### config.mk
export PLATFORM = sky130hd
export DESIGN_NAME = double_ended_queue
export DESIGN_NICKNAME = d
export VERILOG_FILES = /design/src/design/dq_pkg.sv /design/src/design/dq_front.sv /design/src/design/dq_back.sv /design/src/design/double_ended_queue.sv
export SDC_FILE = /design/constraint.sdc
export NUM_CORES = 1
export LEC_CHECK = 0
export BUFFER_PORTS_ARGS = -buffer_cell sky130_fd_sc_hd__buf_2
export CAP_MARGIN = 20
export CORE_MARGIN = 10
export CORE_UTILIZATION = 35
export CTS_CLUSTER_SIZE = 12
export DETAILED_ROUTE_END_ITERATION = 8
export GPL_TIMING_DRIVEN = 0
export PLACE_DENSITY_LB_ADDON = 0.25
export SYNTH_ARGS = -nofsm -noshare
export SYNTH_HDL_FRONTEND = slang
export SYNTH_SLANG_ARGS = --single-unit
### constraint.sdc
create_clock -name clk -period 7.35 [get_ports clk]
set_input_delay 1.47 -clock clk [delete_from_list [all_inputs] [get_ports clk]]
set_output_delay 1.47 -clock clk [all_outputs]
set_load 0.01 [all_outputs]
### src/design/dq_pkg.sv
// ----------------------------------------------------------------------------
// dq_pkg: shared types and constants of the double-ended queue
// Sizes, opcode and status codes, the command item passed from the front
// end to the back end, and circular index helpers.
// ----------------------------------------------------------------------------
`default_nettype none

package dq_pkg;

  // Storage size and item widths
  localparam int DEPTH      = 16;
  localparam int DATA_WIDTH = 32;
  localparam int PTR_W      = (DEPTH > 1) ? $clog2(DEPTH) : 1;
  localparam int CNT_W      = $clog2(DEPTH + 1);
  localparam int SUM_W      = PTR_W + 1;

  localparam int OPCODE_W = 3;
  localparam int STATUS_W = 2;

  // Stream data widths, padded to whole bytes
  localparam int IN_USED_W   = OPCODE_W + DATA_WIDTH;
  localparam int IN_TDATA_W  = ((IN_USED_W + 7) / 8) * 8;
  localparam int OUT_USED_W  = STATUS_W + DATA_WIDTH;
  localparam int OUT_TDATA_W = ((OUT_USED_W + 7) / 8) * 8;

  // Command queue between front and back end
  localparam int CQ_DEPTH = 2;
  localparam int CQ_PTR_W = $clog2(CQ_DEPTH);
  localparam int CQ_CNT_W = $clog2(CQ_DEPTH + 1);

  // Opcodes
  localparam logic [OPCODE_W-1:0] OP_PUSH_FRONT = 3'd0;
  localparam logic [OPCODE_W-1:0] OP_PUSH_BACK  = 3'd1;
  localparam logic [OPCODE_W-1:0] OP_POP_FRONT  = 3'd2;
  localparam logic [OPCODE_W-1:0] OP_POP_BACK   = 3'd3;
  localparam logic [OPCODE_W-1:0] OP_LIST       = 3'd4;

  // Result status codes
  localparam logic [STATUS_W-1:0] ST_OK    = 2'd0;
  localparam logic [STATUS_W-1:0] ST_EMPTY = 2'd1;
  localparam logic [STATUS_W-1:0] ST_FULL  = 2'd2;

  typedef struct packed {
    logic [OPCODE_W-1:0]          opcode;
    logic signed [DATA_WIDTH-1:0] value;
  } cmd_t;

  // pos + add modulo DEPTH; pos < DEPTH and add <= DEPTH, so one subtract
  function automatic logic [PTR_W-1:0] wrap_add(input logic [PTR_W-1:0] pos,
                                                input logic [CNT_W-1:0] add);
    logic [SUM_W-1:0] sum;
    sum = {1'b0, pos} + SUM_W'(add);
    if (sum >= SUM_W'(DEPTH)) begin
      sum = sum - SUM_W'(DEPTH);
    end
    return sum[PTR_W-1:0];
  endfunction

  // pos - 1 modulo DEPTH
  function automatic logic [PTR_W-1:0] wrap_dec(input logic [PTR_W-1:0] pos);
    logic [PTR_W-1:0] res;
    if (pos == '0) begin
      res = PTR_W'(DEPTH - 1);
    end else begin
      res = pos - PTR_W'(1);
    end
    return res;
  endfunction

endpackage

`default_nettype wire

### src/design/dq_front.sv
// ----------------------------------------------------------------------------
// dq_front: input side of the double-ended queue
// Takes stream items, drops undefined opcodes and holds the rest in a
// two-entry command queue for the back end.
// ----------------------------------------------------------------------------
`default_nettype none

module dq_front (
  input  wire logic                          clk,
  input  wire logic                          rst,
  input  wire logic                          s_axis_tvalid,
  output logic                               s_axis_tready,
  input  wire logic [dq_pkg::IN_TDATA_W-1:0] s_axis_tdata,
  output logic                               cmd_valid,
  input  wire logic                          cmd_ready,
  output dq_pkg::cmd_t                       cmd
);

  dq_pkg::cmd_t                  fifo [dq_pkg::CQ_DEPTH];
  logic [dq_pkg::CQ_PTR_W-1:0]   wr_ptr;
  logic [dq_pkg::CQ_PTR_W-1:0]   rd_ptr;
  logic [dq_pkg::CQ_CNT_W-1:0]   fill;
  dq_pkg::cmd_t                  in_cmd;
  logic                          in_acc;
  logic                          op_known;
  logic                          enq;
  logic                          deq;

  always_comb begin
    in_cmd.opcode = s_axis_tdata[dq_pkg::OPCODE_W-1:0];
    in_cmd.value  = $signed(s_axis_tdata[dq_pkg::OPCODE_W +: dq_pkg::DATA_WIDTH]);
  end

  always_comb begin
    unique case (in_cmd.opcode) inside
      dq_pkg::OP_PUSH_FRONT, dq_pkg::OP_PUSH_BACK, dq_pkg::OP_POP_FRONT,
      dq_pkg::OP_POP_BACK, dq_pkg::OP_LIST: op_known = 1'b1;
      default:                              op_known = 1'b0;
    endcase
  end

  assign s_axis_tready = (fill != dq_pkg::CQ_CNT_W'(dq_pkg::CQ_DEPTH));
  assign in_acc        = s_axis_tvalid && s_axis_tready;
  assign enq           = in_acc && op_known;   // undefined opcodes vanish here
  assign cmd_valid     = (fill != '0);
  assign deq           = cmd_valid && cmd_ready;
  assign cmd           = fifo[rd_ptr];

  always_ff @(posedge clk) begin
    if (rst) begin
      wr_ptr <= '0;
      rd_ptr <= '0;
      fill   <= '0;
    end else begin
      if (enq) begin
        wr_ptr <= (wr_ptr == dq_pkg::CQ_PTR_W'(dq_pkg::CQ_DEPTH - 1)) ? '0
                                                                      : wr_ptr + 1'b1;
      end
      if (deq) begin
        rd_ptr <= (rd_ptr == dq_pkg::CQ_PTR_W'(dq_pkg::CQ_DEPTH - 1)) ? '0
                                                                      : rd_ptr + 1'b1;
      end
      if (enq && !deq) begin
        fill <= fill + 1'b1;
      end else if (deq && !enq) begin
        fill <= fill - 1'b1;
      end
    end
  end

  always_ff @(posedge clk) begin
    if (enq) begin
      fifo[wr_ptr] <= in_cmd;
    end
  end

  a_fill_range: assert property (@(posedge clk) disable iff (rst)
    fill <= dq_pkg::CQ_CNT_W'(dq_pkg::CQ_DEPTH))
    else $error("command queue overfilled");

  a_drop_unknown: assert property (@(posedge clk) disable iff (rst)
    (in_acc && !op_known && !deq) |=> (fill == $past(fill)))
    else $error("undefined opcode entered the command queue");

endmodule

`default_nettype wire

### src/design/dq_back.sv
// ----------------------------------------------------------------------------
// dq_back: execution side of the double-ended queue
// Owns the circular entry store and its pointers, runs push, pop and list
// commands, and holds one result in an output register.
// ----------------------------------------------------------------------------
`default_nettype none

module dq_back (
  input  wire logic                           clk,
  input  wire logic                           rst,
  input  wire logic                           cmd_valid,
  output logic                                cmd_ready,
  input  wire dq_pkg::cmd_t                   cmd,
  output logic                                m_axis_tvalid,
  input  wire logic                           m_axis_tready,
  output logic [dq_pkg::OUT_TDATA_W-1:0]      m_axis_tdata,
  output logic                                m_axis_tlast
);

  localparam logic [1:0] S_IDLE = 2'd0;
  localparam logic [1:0] S_READ = 2'd1;  // pop: read issued, result next
  localparam logic [1:0] S_LRD  = 2'd2;  // list: issue read of entry idx
  localparam logic [1:0] S_LOUT = 2'd3;  // list: emit entry idx

  logic [1:0]                          state, state_next;
  logic [dq_pkg::PTR_W-1:0]            front, front_next;
  logic [dq_pkg::CNT_W-1:0]            count, count_next;
  logic [dq_pkg::CNT_W-1:0]            idx, idx_next;

  logic signed [dq_pkg::DATA_WIDTH-1:0] mem [dq_pkg::DEPTH];
  logic signed [dq_pkg::DATA_WIDTH-1:0] rd_data;
  logic                                 rd_en, wr_en;
  logic [dq_pkg::PTR_W-1:0]             rd_addr, wr_addr;

  logic                                 out_valid;
  logic [dq_pkg::STATUS_W-1:0]          out_status;
  logic signed [dq_pkg::DATA_WIDTH-1:0] out_data;
  logic                                 out_last;

  logic                                 slot_free;
  logic                                 load;
  logic [dq_pkg::STATUS_W-1:0]          ld_status;
  logic signed [dq_pkg::DATA_WIDTH-1:0] ld_data;
  logic                                 ld_last;
  logic                                 is_full, is_empty;
  logic                                 idx_last;

  assign slot_free = !out_valid || m_axis_tready;
  assign is_full   = (count == dq_pkg::CNT_W'(dq_pkg::DEPTH));
  assign is_empty  = (count == '0);
  assign idx_last  = (idx == count - dq_pkg::CNT_W'(1));

  always_comb begin
    state_next = state;
    front_next = front;
    count_next = count;
    idx_next   = idx;
    cmd_ready  = 1'b0;
    rd_en      = 1'b0;
    rd_addr    = front;
    wr_en      = 1'b0;
    wr_addr    = front;
    load       = 1'b0;
    ld_status  = dq_pkg::ST_OK;
    ld_data    = '0;
    ld_last    = 1'b1;
    unique case (state)
      S_IDLE: begin
        if (cmd_valid) begin
          unique case (cmd.opcode) inside
            dq_pkg::OP_PUSH_FRONT, dq_pkg::OP_PUSH_BACK: begin
              if (slot_free) begin
                cmd_ready = 1'b1;
                load      = 1'b1;
                if (is_full) begin
                  ld_status = dq_pkg::ST_FULL;
                end else begin
                  wr_en      = 1'b1;
                  count_next = count + 1'b1;
                  if (cmd.opcode == dq_pkg::OP_PUSH_FRONT) begin
                    front_next = dq_pkg::wrap_dec(front);
                    wr_addr    = front_next;
                  end else begin
                    wr_addr = dq_pkg::wrap_add(front, count);
                  end
                end
              end
            end
            dq_pkg::OP_POP_FRONT, dq_pkg::OP_POP_BACK: begin
              if (is_empty) begin
                if (slot_free) begin
                  cmd_ready = 1'b1;
                  load      = 1'b1;
                  ld_status = dq_pkg::ST_EMPTY;
                end
              end else begin
                cmd_ready  = 1'b1;
                rd_en      = 1'b1;
                count_next = count - 1'b1;
                state_next = S_READ;
                if (cmd.opcode == dq_pkg::OP_POP_FRONT) begin
                  rd_addr    = front;
                  front_next = dq_pkg::wrap_add(front, dq_pkg::CNT_W'(1));
                end else begin
                  rd_addr = dq_pkg::wrap_add(front, count - dq_pkg::CNT_W'(1));
                end
              end
            end
            dq_pkg::OP_LIST: begin
              if (is_empty) begin
                if (slot_free) begin
                  cmd_ready = 1'b1;
                  load      = 1'b1;
                  ld_status = dq_pkg::ST_EMPTY;
                end
              end else begin
                cmd_ready  = 1'b1;
                idx_next   = '0;
                state_next = S_LRD;
              end
            end
            default: begin
              cmd_ready = 1'b1;  // filtered upstream; drain if ever seen
            end
          endcase
        end
      end
      S_READ: begin
        if (slot_free) begin
          load       = 1'b1;
          ld_data    = rd_data;
          state_next = S_IDLE;
        end
      end
      S_LRD: begin
        rd_en      = 1'b1;
        rd_addr    = dq_pkg::wrap_add(front, idx);
        state_next = S_LOUT;
      end
      S_LOUT: begin
        if (slot_free) begin
          load    = 1'b1;
          ld_data = rd_data;
          ld_last = idx_last;
          if (idx_last) begin
            state_next = S_IDLE;
          end else begin
            idx_next   = idx + 1'b1;
            state_next = S_LRD;
          end
        end
      end
      default: begin
        state_next = S_IDLE;
      end
    endcase
  end

  always_ff @(posedge clk) begin
    if (rst) begin
      state     <= S_IDLE;
      front     <= '0;
      count     <= '0;
      idx       <= '0;
      out_valid <= 1'b0;
    end else begin
      state <= state_next;
      front <= front_next;
      count <= count_next;
      idx   <= idx_next;
      if (load) begin
        out_valid <= 1'b1;
      end else if (m_axis_tready) begin
        out_valid <= 1'b0;
      end
    end
  end

  always_ff @(posedge clk) begin
    if (load) begin
      out_status <= ld_status;
      out_data   <= ld_data;
      out_last   <= ld_last;
    end
  end

  // entry store: one write port, one registered read port
  always_ff @(posedge clk) begin
    if (wr_en) begin
      mem[wr_addr] <= cmd.value;
    end
    if (rd_en) begin
      rd_data <= mem[rd_addr];
    end
  end

  assign m_axis_tvalid = out_valid;
  assign m_axis_tdata  = dq_pkg::OUT_TDATA_W'({out_data, out_status});
  assign m_axis_tlast  = out_last;

  a_count_range: assert property (@(posedge clk) disable iff (rst)
    count <= dq_pkg::CNT_W'(dq_pkg::DEPTH))
    else $error("entry count beyond depth");

  a_busy_nonempty: assert property (@(posedge clk) disable iff (rst)
    (state == S_LRD || state == S_LOUT) |-> (count != '0))
    else $error("list running on an empty queue");

  a_list_idx: assert property (@(posedge clk) disable iff (rst)
    (state == S_LOUT) |-> (idx < count))
    else $error("list index past the back entry");

  a_push_count: assert property (@(posedge clk) disable iff (rst)
    (state == S_IDLE && cmd_valid && cmd_ready && !is_full &&
     (cmd.opcode == dq_pkg::OP_PUSH_FRONT || cmd.opcode == dq_pkg::OP_PUSH_BACK))
    |=> (count == $past(count) + 1'b1))
    else $error("accepted push did not grow the queue");

endmodule

`default_nettype wire

### src/design/double_ended_queue.sv
// ----------------------------------------------------------------------------
// double_ended_queue: bounded deque of signed values on a circular store
// Stream in commands (push front/back, pop front/back, list), stream out
// status results with popped or listed data.
// ----------------------------------------------------------------------------
// Each input item carries an opcode and a value. Push and pop give one
// result (status ok, empty or full; pops return the removed value). A push
// into a full queue is refused with the full status and stores nothing; a
// pop or list on an empty queue gives one empty result. List streams every
// stored value front to back, tlast on the back entry. Undefined opcodes
// (5..7) are accepted and give no result. A pop reads the entry store
// through its single registered read port before its result is loaded;
// a list reads and emits each stored entry in turn through that port.
// A two-entry command queue in front takes input while the back end works
// or the output is stalled, until it is full; the output register holds one result.
// ----------------------------------------------------------------------------
`default_nettype none

module double_ended_queue (
  input  wire logic                           clk,
  input  wire logic                           rst,
  // input items
  input  wire logic                           s_axis_tvalid,
  output logic                                s_axis_tready,
  // tdata: [2:0] opcode, [34:3] value, [39:35] zero
  input  wire logic [dq_pkg::IN_TDATA_W-1:0]  s_axis_tdata,
  // result items
  output logic                                m_axis_tvalid,
  input  wire logic                           m_axis_tready,
  // tdata: [1:0] status, [33:2] data, [39:34] zero
  output logic [dq_pkg::OUT_TDATA_W-1:0]      m_axis_tdata,
  output logic                                m_axis_tlast
);

  // front -> back command channel
  logic         cmd_valid;
  logic         cmd_ready;
  dq_pkg::cmd_t cmd;

  // front end: decode, drop undefined opcodes, queue commands
  dq_front u_front (
    .clk           (clk),
    .rst           (rst),
    .s_axis_tvalid (s_axis_tvalid),
    .s_axis_tready (s_axis_tready),
    .s_axis_tdata  (s_axis_tdata),
    .cmd_valid     (cmd_valid),
    .cmd_ready     (cmd_ready),
    .cmd           (cmd)
  );

  // back end: entry store, pointers, list sequencer, output register
  dq_back u_back (
    .clk           (clk),
    .rst           (rst),
    .cmd_valid     (cmd_valid),
    .cmd_ready     (cmd_ready),
    .cmd           (cmd),
    .m_axis_tvalid (m_axis_tvalid),
    .m_axis_tready (m_axis_tready),
    .m_axis_tdata  (m_axis_tdata),
    .m_axis_tlast  (m_axis_tlast)
  );

endmodule

`default_nettype wire
After elaboration in Yosys (flattened, before gate mapping)
Memory sizes are Yosys's and may differ from the RTL's. A register that Yosys moved wholly into a read port is not among the register bits.
Index checks and enable logic that the tools add are counted.
{"block": "word_totals", "memories": 2, "elab_cells": 168, "ramBits": 582, "register_bits": 56, "inputBits": 44, "output_inout_bits": 43}
{"block": "op_classes", "n_lt_le_gt_ge": 4, "n_eq_ne": 28, "mux": 76, "n_addsub": 16, "n_reduce_logical": 31}
{"memory": "u_back.mem", "depth": 16, "width": 32, "rd": 1, "rd_clocked_by_memory_dff": 1, "write_ports": 1, "line": "dq_back.sv:30", "source": "logic signed [dq_pkg::DATA_WIDTH-1:0] mem [dq_pkg::DEPTH];"}
{"memory": "u_front.fifo", "depth": 2, "width": 35, "rd": 1, "rd_clocked_by_memory_dff": 1, "write_ports": 1, "line": "dq_front.sv:19", "source": "dq_pkg::cmd_t fifo [dq_pkg::CQ_DEPTH];"}
{"operator": "$mux 4", "n": 20}
{"operator": "$mux 5", "n": 8}
{"operator": "$mux 1", "n": 26}
{"operator": "$mux 2", "n": 11}
{"operator": "$ge 5x5->1 const B", "n": 4}
{"operator": "$pmux 5 s2", "n": 2}
{"operator": "$sub 4x1->4 const B", "n": 5}
{"operator": "$reduce_and 6->1", "n": 3}
{"operator": "$pmux 4 s2", "n": 2}
{"operator": "$add 4x5->5", "n": 3}
{"operator": "$eq 3x2->1 const B", "n": 4}
{"operator": "$ne 2x1->1 const B", "n": 6}
{"operator": "$ne 2x2->1 const B", "n": 6}
{"operator": "$add 5x1->5 const B", "n": 2}
{"operator": "$reduce_bool 2->1", "n": 5}
{"operator": "$pmux 1 s2", "n": 4}
{"operator": "$pmux 2 s2", "n": 2}
{"operator": "$pmux 2 s4", "n": 1}
{"operator": "$reduce_and 8->1", "n": 1}
{"operator": "$eq 3x1->1 const B", "n": 2}
{"operator": "$eq 3x3->1 const B", "n": 2}
{"operator": "$logic_not 3->1", "n": 2}
{"operator": "$ne 3x3->1 const B", "n": 2}
{"operator": "$reduce_and 2->1", "n": 3}
{"operator": "other kinds (19)", "n": 29}

Longest topological paths before layout
{"block": "logic_depth", "depth_word": 11, "depth_mapped": 14, "ltp_nobuf": 12}

By module
A second synthesis with hierarchy kept.
{"block": "unflattened", "cells_unflattened": 1545, "hier_area_um2": 26791.9}
{"mod": "dq_back", "instances": 1, "area_each_um2": 24030.5, "seq_area_each_um2": 17727.0, "cells_per_inst": 1411}
{"mod": "dq_front", "instances": 1, "area_each_um2": 2761.4, "seq_area_each_um2": 2202.1, "cells_per_inst": 134}

Least setup slack after synthesis
OpenSTA, ideal clock, no wires.
{"block": "synth_timing", "path_type": "input to register", "start": "in m_axis_tready", "end": "mem u_back.mem[10][0] (netlist bit), enable pin", "setup_ns": 0.421, "stages": 7, "arrival_ns": 3.818, "required_time_ns": 6.929, "setup_slack_ns": 3.111, "path_buffers": 0, "path_cell_list": "nand2b_1 > and3_1 > nand2_1 > nor2_1 > o22a_1 > nand2_1 > nor2_1"}
{"block": "synth_between", "elab_chain_cells": 7, "word_cells_on_any_way": 11, "classes_between": "mux (10); reduce/logical (1)"}
{"element": "start: declaration", "line": "double_ended_queue.sv:29", "source": "input wire logic m_axis_tready,"}
{"element": "$logic_or 1x1->1 (*)", "line": "dq_back.sv:48", "source": "assign slot_free = !out_valid || m_axis_tready;"}
{"element": "$mux 1", "line": "dq_back.sv:72", "source": "if (slot_free) begin"}
{"element": "$mux 1", "line": "dq_back.sv:70", "source": "unique case (cmd.opcode) inside"}
{"element": "$mux 1", "line": "dq_back.sv:69", "source": "if (cmd_valid) begin"}
{"element": "$mux 1", "line": "dq_back.sv:67", "source": "unique case (state)"}
{"element": "$mux 1", "line": "dq_back.sv:189", "source": "if (wr_en) begin"}
{"element": "$mux 1 (implied by the code)", "line": "dq_back.sv:190", "source": "mem[wr_addr] <= cmd.value;"}
{"element": "end: declaration", "line": "dq_back.sv:30"}
Mark *: on every way between the ends. The rest lies on a longest branch, timed or not.

Worst setup path in the final report
{"block": "layout_timing", "start": "reg u_back.count[0] (netlist bit)", "end": "reg u_back.rd_data[11] (netlist bit), read port of u_back.mem (data pin)"}
{"block": "layout_between", "elab_chain_cells": 9, "word_cells_on_any_way": 15, "classes_between": "add/sub (3); order compare (1); mux (10); reduce/logical (1)"}
{"element": "start: declaration", "line": "dq_back.sv:27", "source": "logic [dq_pkg::CNT_W-1:0] count, count_next;"}
{"element": "start signal: assignment", "line": "dq_back.sv:169", "source": "count <= count_next;"}
{"element": "$sub 5x1->5", "line": "dq_back.sv:105", "source": "rd_addr = dq_pkg::wrap_add(front, count - dq_pkg::CNT_W'(1));"}
{"element": "$add 4x5->5", "line": "dq_pkg.sv:52", "source": "sum = {1'b0, pos} + SUM_W'(add);"}
{"element": "$sub 4x1->4 / $ge 5x5->1 (equally long branches)", "line": "dq_pkg.sv:54, dq_pkg.sv:53"}
{"element": "$mux 4", "line": "dq_pkg.sv:53", "source": "if (sum >= SUM_W'(DEPTH)) begin"}
{"element": "$mux 4", "line": "dq_back.sv:101", "source": "if (cmd.opcode == dq_pkg::OP_POP_FRONT) begin"}
{"element": "$mux 4", "line": "dq_back.sv:90", "source": "if (is_empty) begin"}
{"element": "$mux 4", "line": "dq_back.sv:70"}
{"element": "$mux 4", "line": "dq_back.sv:69"}
{"element": "$pmux 4 s2", "line": "dq_back.sv:67"}
{"element": "end: declaration", "line": "dq_back.sv:31", "source": "logic signed [dq_pkg::DATA_WIDTH-1:0] rd_data;"}
Several ways; a longest one is shown, not always the timed one.
A chain may end at the register's enable or synchronous reset.

==> run summary <==
Port Buffers: 74
Site Rows: 100
critical path class: flop to flop
Worst setup SP type: flop
EDFF count, synth: 649
DP Area: 0.02881 mm2
Yosys top cell by area: edfxtp_1
Hold WC Path Type: flop to flop
Slew HR: 35.73%
Longest Clk Path Bufs: 3
Synthesis Warnings: 0
Leak: 10.64 nW
Crit. End Element: flop
Worst Clk Skew: 22.01 ps
period utilization: 62.19%
postcts setup bufs: 0
clock sinks: 671
register bit total from synthesis: 671
maximum vdd ir drop: 0.2290 mV
hpwl dp: 48190 um
R2R setup slack: 2780 ps
ANT nets after route: 0
CTS tree: done
share of cells above drive strength 1: 15.15%
max cap viols: 0
gp weighted congestion: 0.8252
vias post-DR: 15.75k
DRC Markers: 0
starting density of the core: 35.49%
chip width: 295.4 um
CTS H-Tree Depth: 3
Final Cell Area: 0.03085 mm2
WL final: 72350 um
Worst-Skew Late Latency: 610 ps
top-area cell type share of the netlist area: 73.40%
Slew @ Worst Pin: 964.1 ps
Post-layout nets: 1978
Req. time, crit path: 7750 ps
Critical Path Fanout Max: 10
power per cell area: 358.2 mW/mm2
Critical Path AT: 4970 ps
Area contributors post-synth: edfxtp_1 (73%), mux2i_1 (3.7%), nand2_1 (3.5%)
CTS buffer count: 71
I/O pin count: 87
Hold Buf Count CTS: 0
Worst-path clk slew: 60 ps
Syn Inst Count: 1740
Yosys cell types: 59
setup repair after global routing missed its margin: no
mean post-synth cell area: 15.26 um2
Post-Syn Area: 0.02655 mm2
Total Power Consumption: 0.01105 W
die height: 295.4 um
fmax: 218.8 MHz
wire per inst: 24.68 um
sequential area share after synthesis: 75.05%
Post-CTS Resized: 0
grt ovf: 0
Final Hold Viols: 0
first-pass GRT wire length: 105700 um
GRT Util Overall: 16.41%
DRT Pass-1 Iters: 7
initial antenna violation count: 1
status: finished clean
Area growth, synth to finish: 16.19%
DR iter-0 viols: 1573
Post-synth ARST share: 0%
most common flop cell mapped by yosys: edfxtp_1
number of global-route vias before repair: 15.61k
final worst path period need: 4571 ps
largest net degree at the start of global routing: 27
setup TNS: 0 ps
fin worst setup slack: 2779 ps
Place WS: 2807 ps
vias per inst: 5.374
die area: 0.08728 mm2
Slew Limit Fails: 0
CORE AREA: 0.07482 mm2
final setup vio count: 0
Root Buffer: clkbuf_16
Fillers: 6756
metal layers:
layer  vias up  GRT usage, %  part of all wire [%]
met5         -             0                     0
li1       7056             -                     -
met1      8059         22.45                    45
met4         0         3.702                   1.9
met3        96         3.120                   6.6
met2       541         26.81                    47
state kept, by name, summed over array words and instances (netlist names), named ones only:
register,flops
u_back.idx,5
u_back.m_axis_tlast,1
u_back.count,5
u_back.front,4
u_back.out_data,32
u_back.m_axis_tvalid,1
u_back.state,2
u_back.out_status,2
u_front.wr_ptr,1
u_back.mem,512
u_front.rd_ptr,1
u_back.rd_data,32
u_front.fill,2
u_front.fifo,70
critical path, cell delays in order (launching register included):
cell and delay (ps):
dfxtp_1 370, clkbuf_1 290, inv_1 150, ha_1 240, nor4b_2 180, a2111o_2 460
mux2i_1 190, a221oi_2 420, clkbuf_1 700, clkbuf_1 570, a21oi_1 150, a221o_1 390
nand3_1 230
report_power, final:
part,total [W],internal (W),switching [W]
registers,0.00488,0.00480,0.0000770
clock network,0.00325,0.00183,0.00142
logic,0.00292,0.000872,0.00205
cell usage in the layout (no fill, tap or decap), types with 9 or more instances in the layout:
cell type    n
a21oi_1    147
a221o_1     65
a22oi_1     33
a32oi_1     32
and3_1      34
buf_12      11
buf_16       9
buf_2      122
buf_4        9
clkbuf_1    75
clkbuf_16   72
clkinv_1    12
dfxtp_1     22
edfxtp_1   649
ha_1        16
inv_1       14
mux2_2      33
mux2i_1     99
nand2_1    250
nand3_1     69
nor2_1      29
nor2_4      19
o21ai_0     15
xnor2_1     14
xor2_1      11
cells by family (layout without fill, tap and decap cells):
kind of cell,after synthesis,after routing,synth area share (%)
flip-flops,671,671,75.05
AND/OR/NAND/NOR,437,437,7.247
AO/OA/AOI/OAI,325,325,8.487
multiplexers,132,132,5.131
buffers and inverters,129,344,2.177
XOR/XNOR,26,26,0.9094
adder cells (fa/ha/maj),19,19,0.9801
other,1,8,0.01412
area by class of cell:
type                            instances  area [um2]  area share (%)
Sequential cell                       671       19930           64.60
Multi-Input combinational cell        945        6207           20.12
Clock buffer                           95        1888           6.120
Tap cell                              969        1212           3.930
Timing Repair Buffer                   97       883.3           2.863
Buffer                                114       521.8           1.691
Clock inverter                         23       147.6          0.4786
Inverter                               15       56.30          0.1825
Antenna cell                            2       5.005         0.01622
cells in the mapped netlist (11+ instances only):
master	number
o21ai_0	15
a21oi_1	147
clkbuf_1	52
nor2_1	48
a32oi_1	32
mux2_2	33
and3_1	34
inv_1	15
nand2_1	250
edfxtp_1	649
nand3_1	69
a22oi_1	33
xnor2_1	14
mux2i_1	99
dfxtp_1	22
xor2_1	11
ha_1	16
a221o_1	65
buf_2	48
stage by stage:
step	hold WS [ps]	std cells	util, %
2_1_floorplan	472.5	1745	-
3_3_place_gp	486.8	2788	37.63
3_5_place_dp	500.0	2811	38.51
4_1_cts	529.3	2929	41.23
5_1_grt	563.9	2929	41.23
6_report	526.6	2931	41.23
path summary, 6_finish.rpt:
kind / endpoint / cells after the start / from
hold / removal: u_front.rd_ptr / 2 / u_front.rd_ptr
setup / recovery: u_back.rd_data[11] / 12 / u_back.count[0]
hold reg to reg: u_front.rd_ptr / 2 / u_front.rd_ptr
setup reg to reg: u_back.rd_data[11] / 12 / u_back.count[0]
Power figures use the tool's default switching activity.
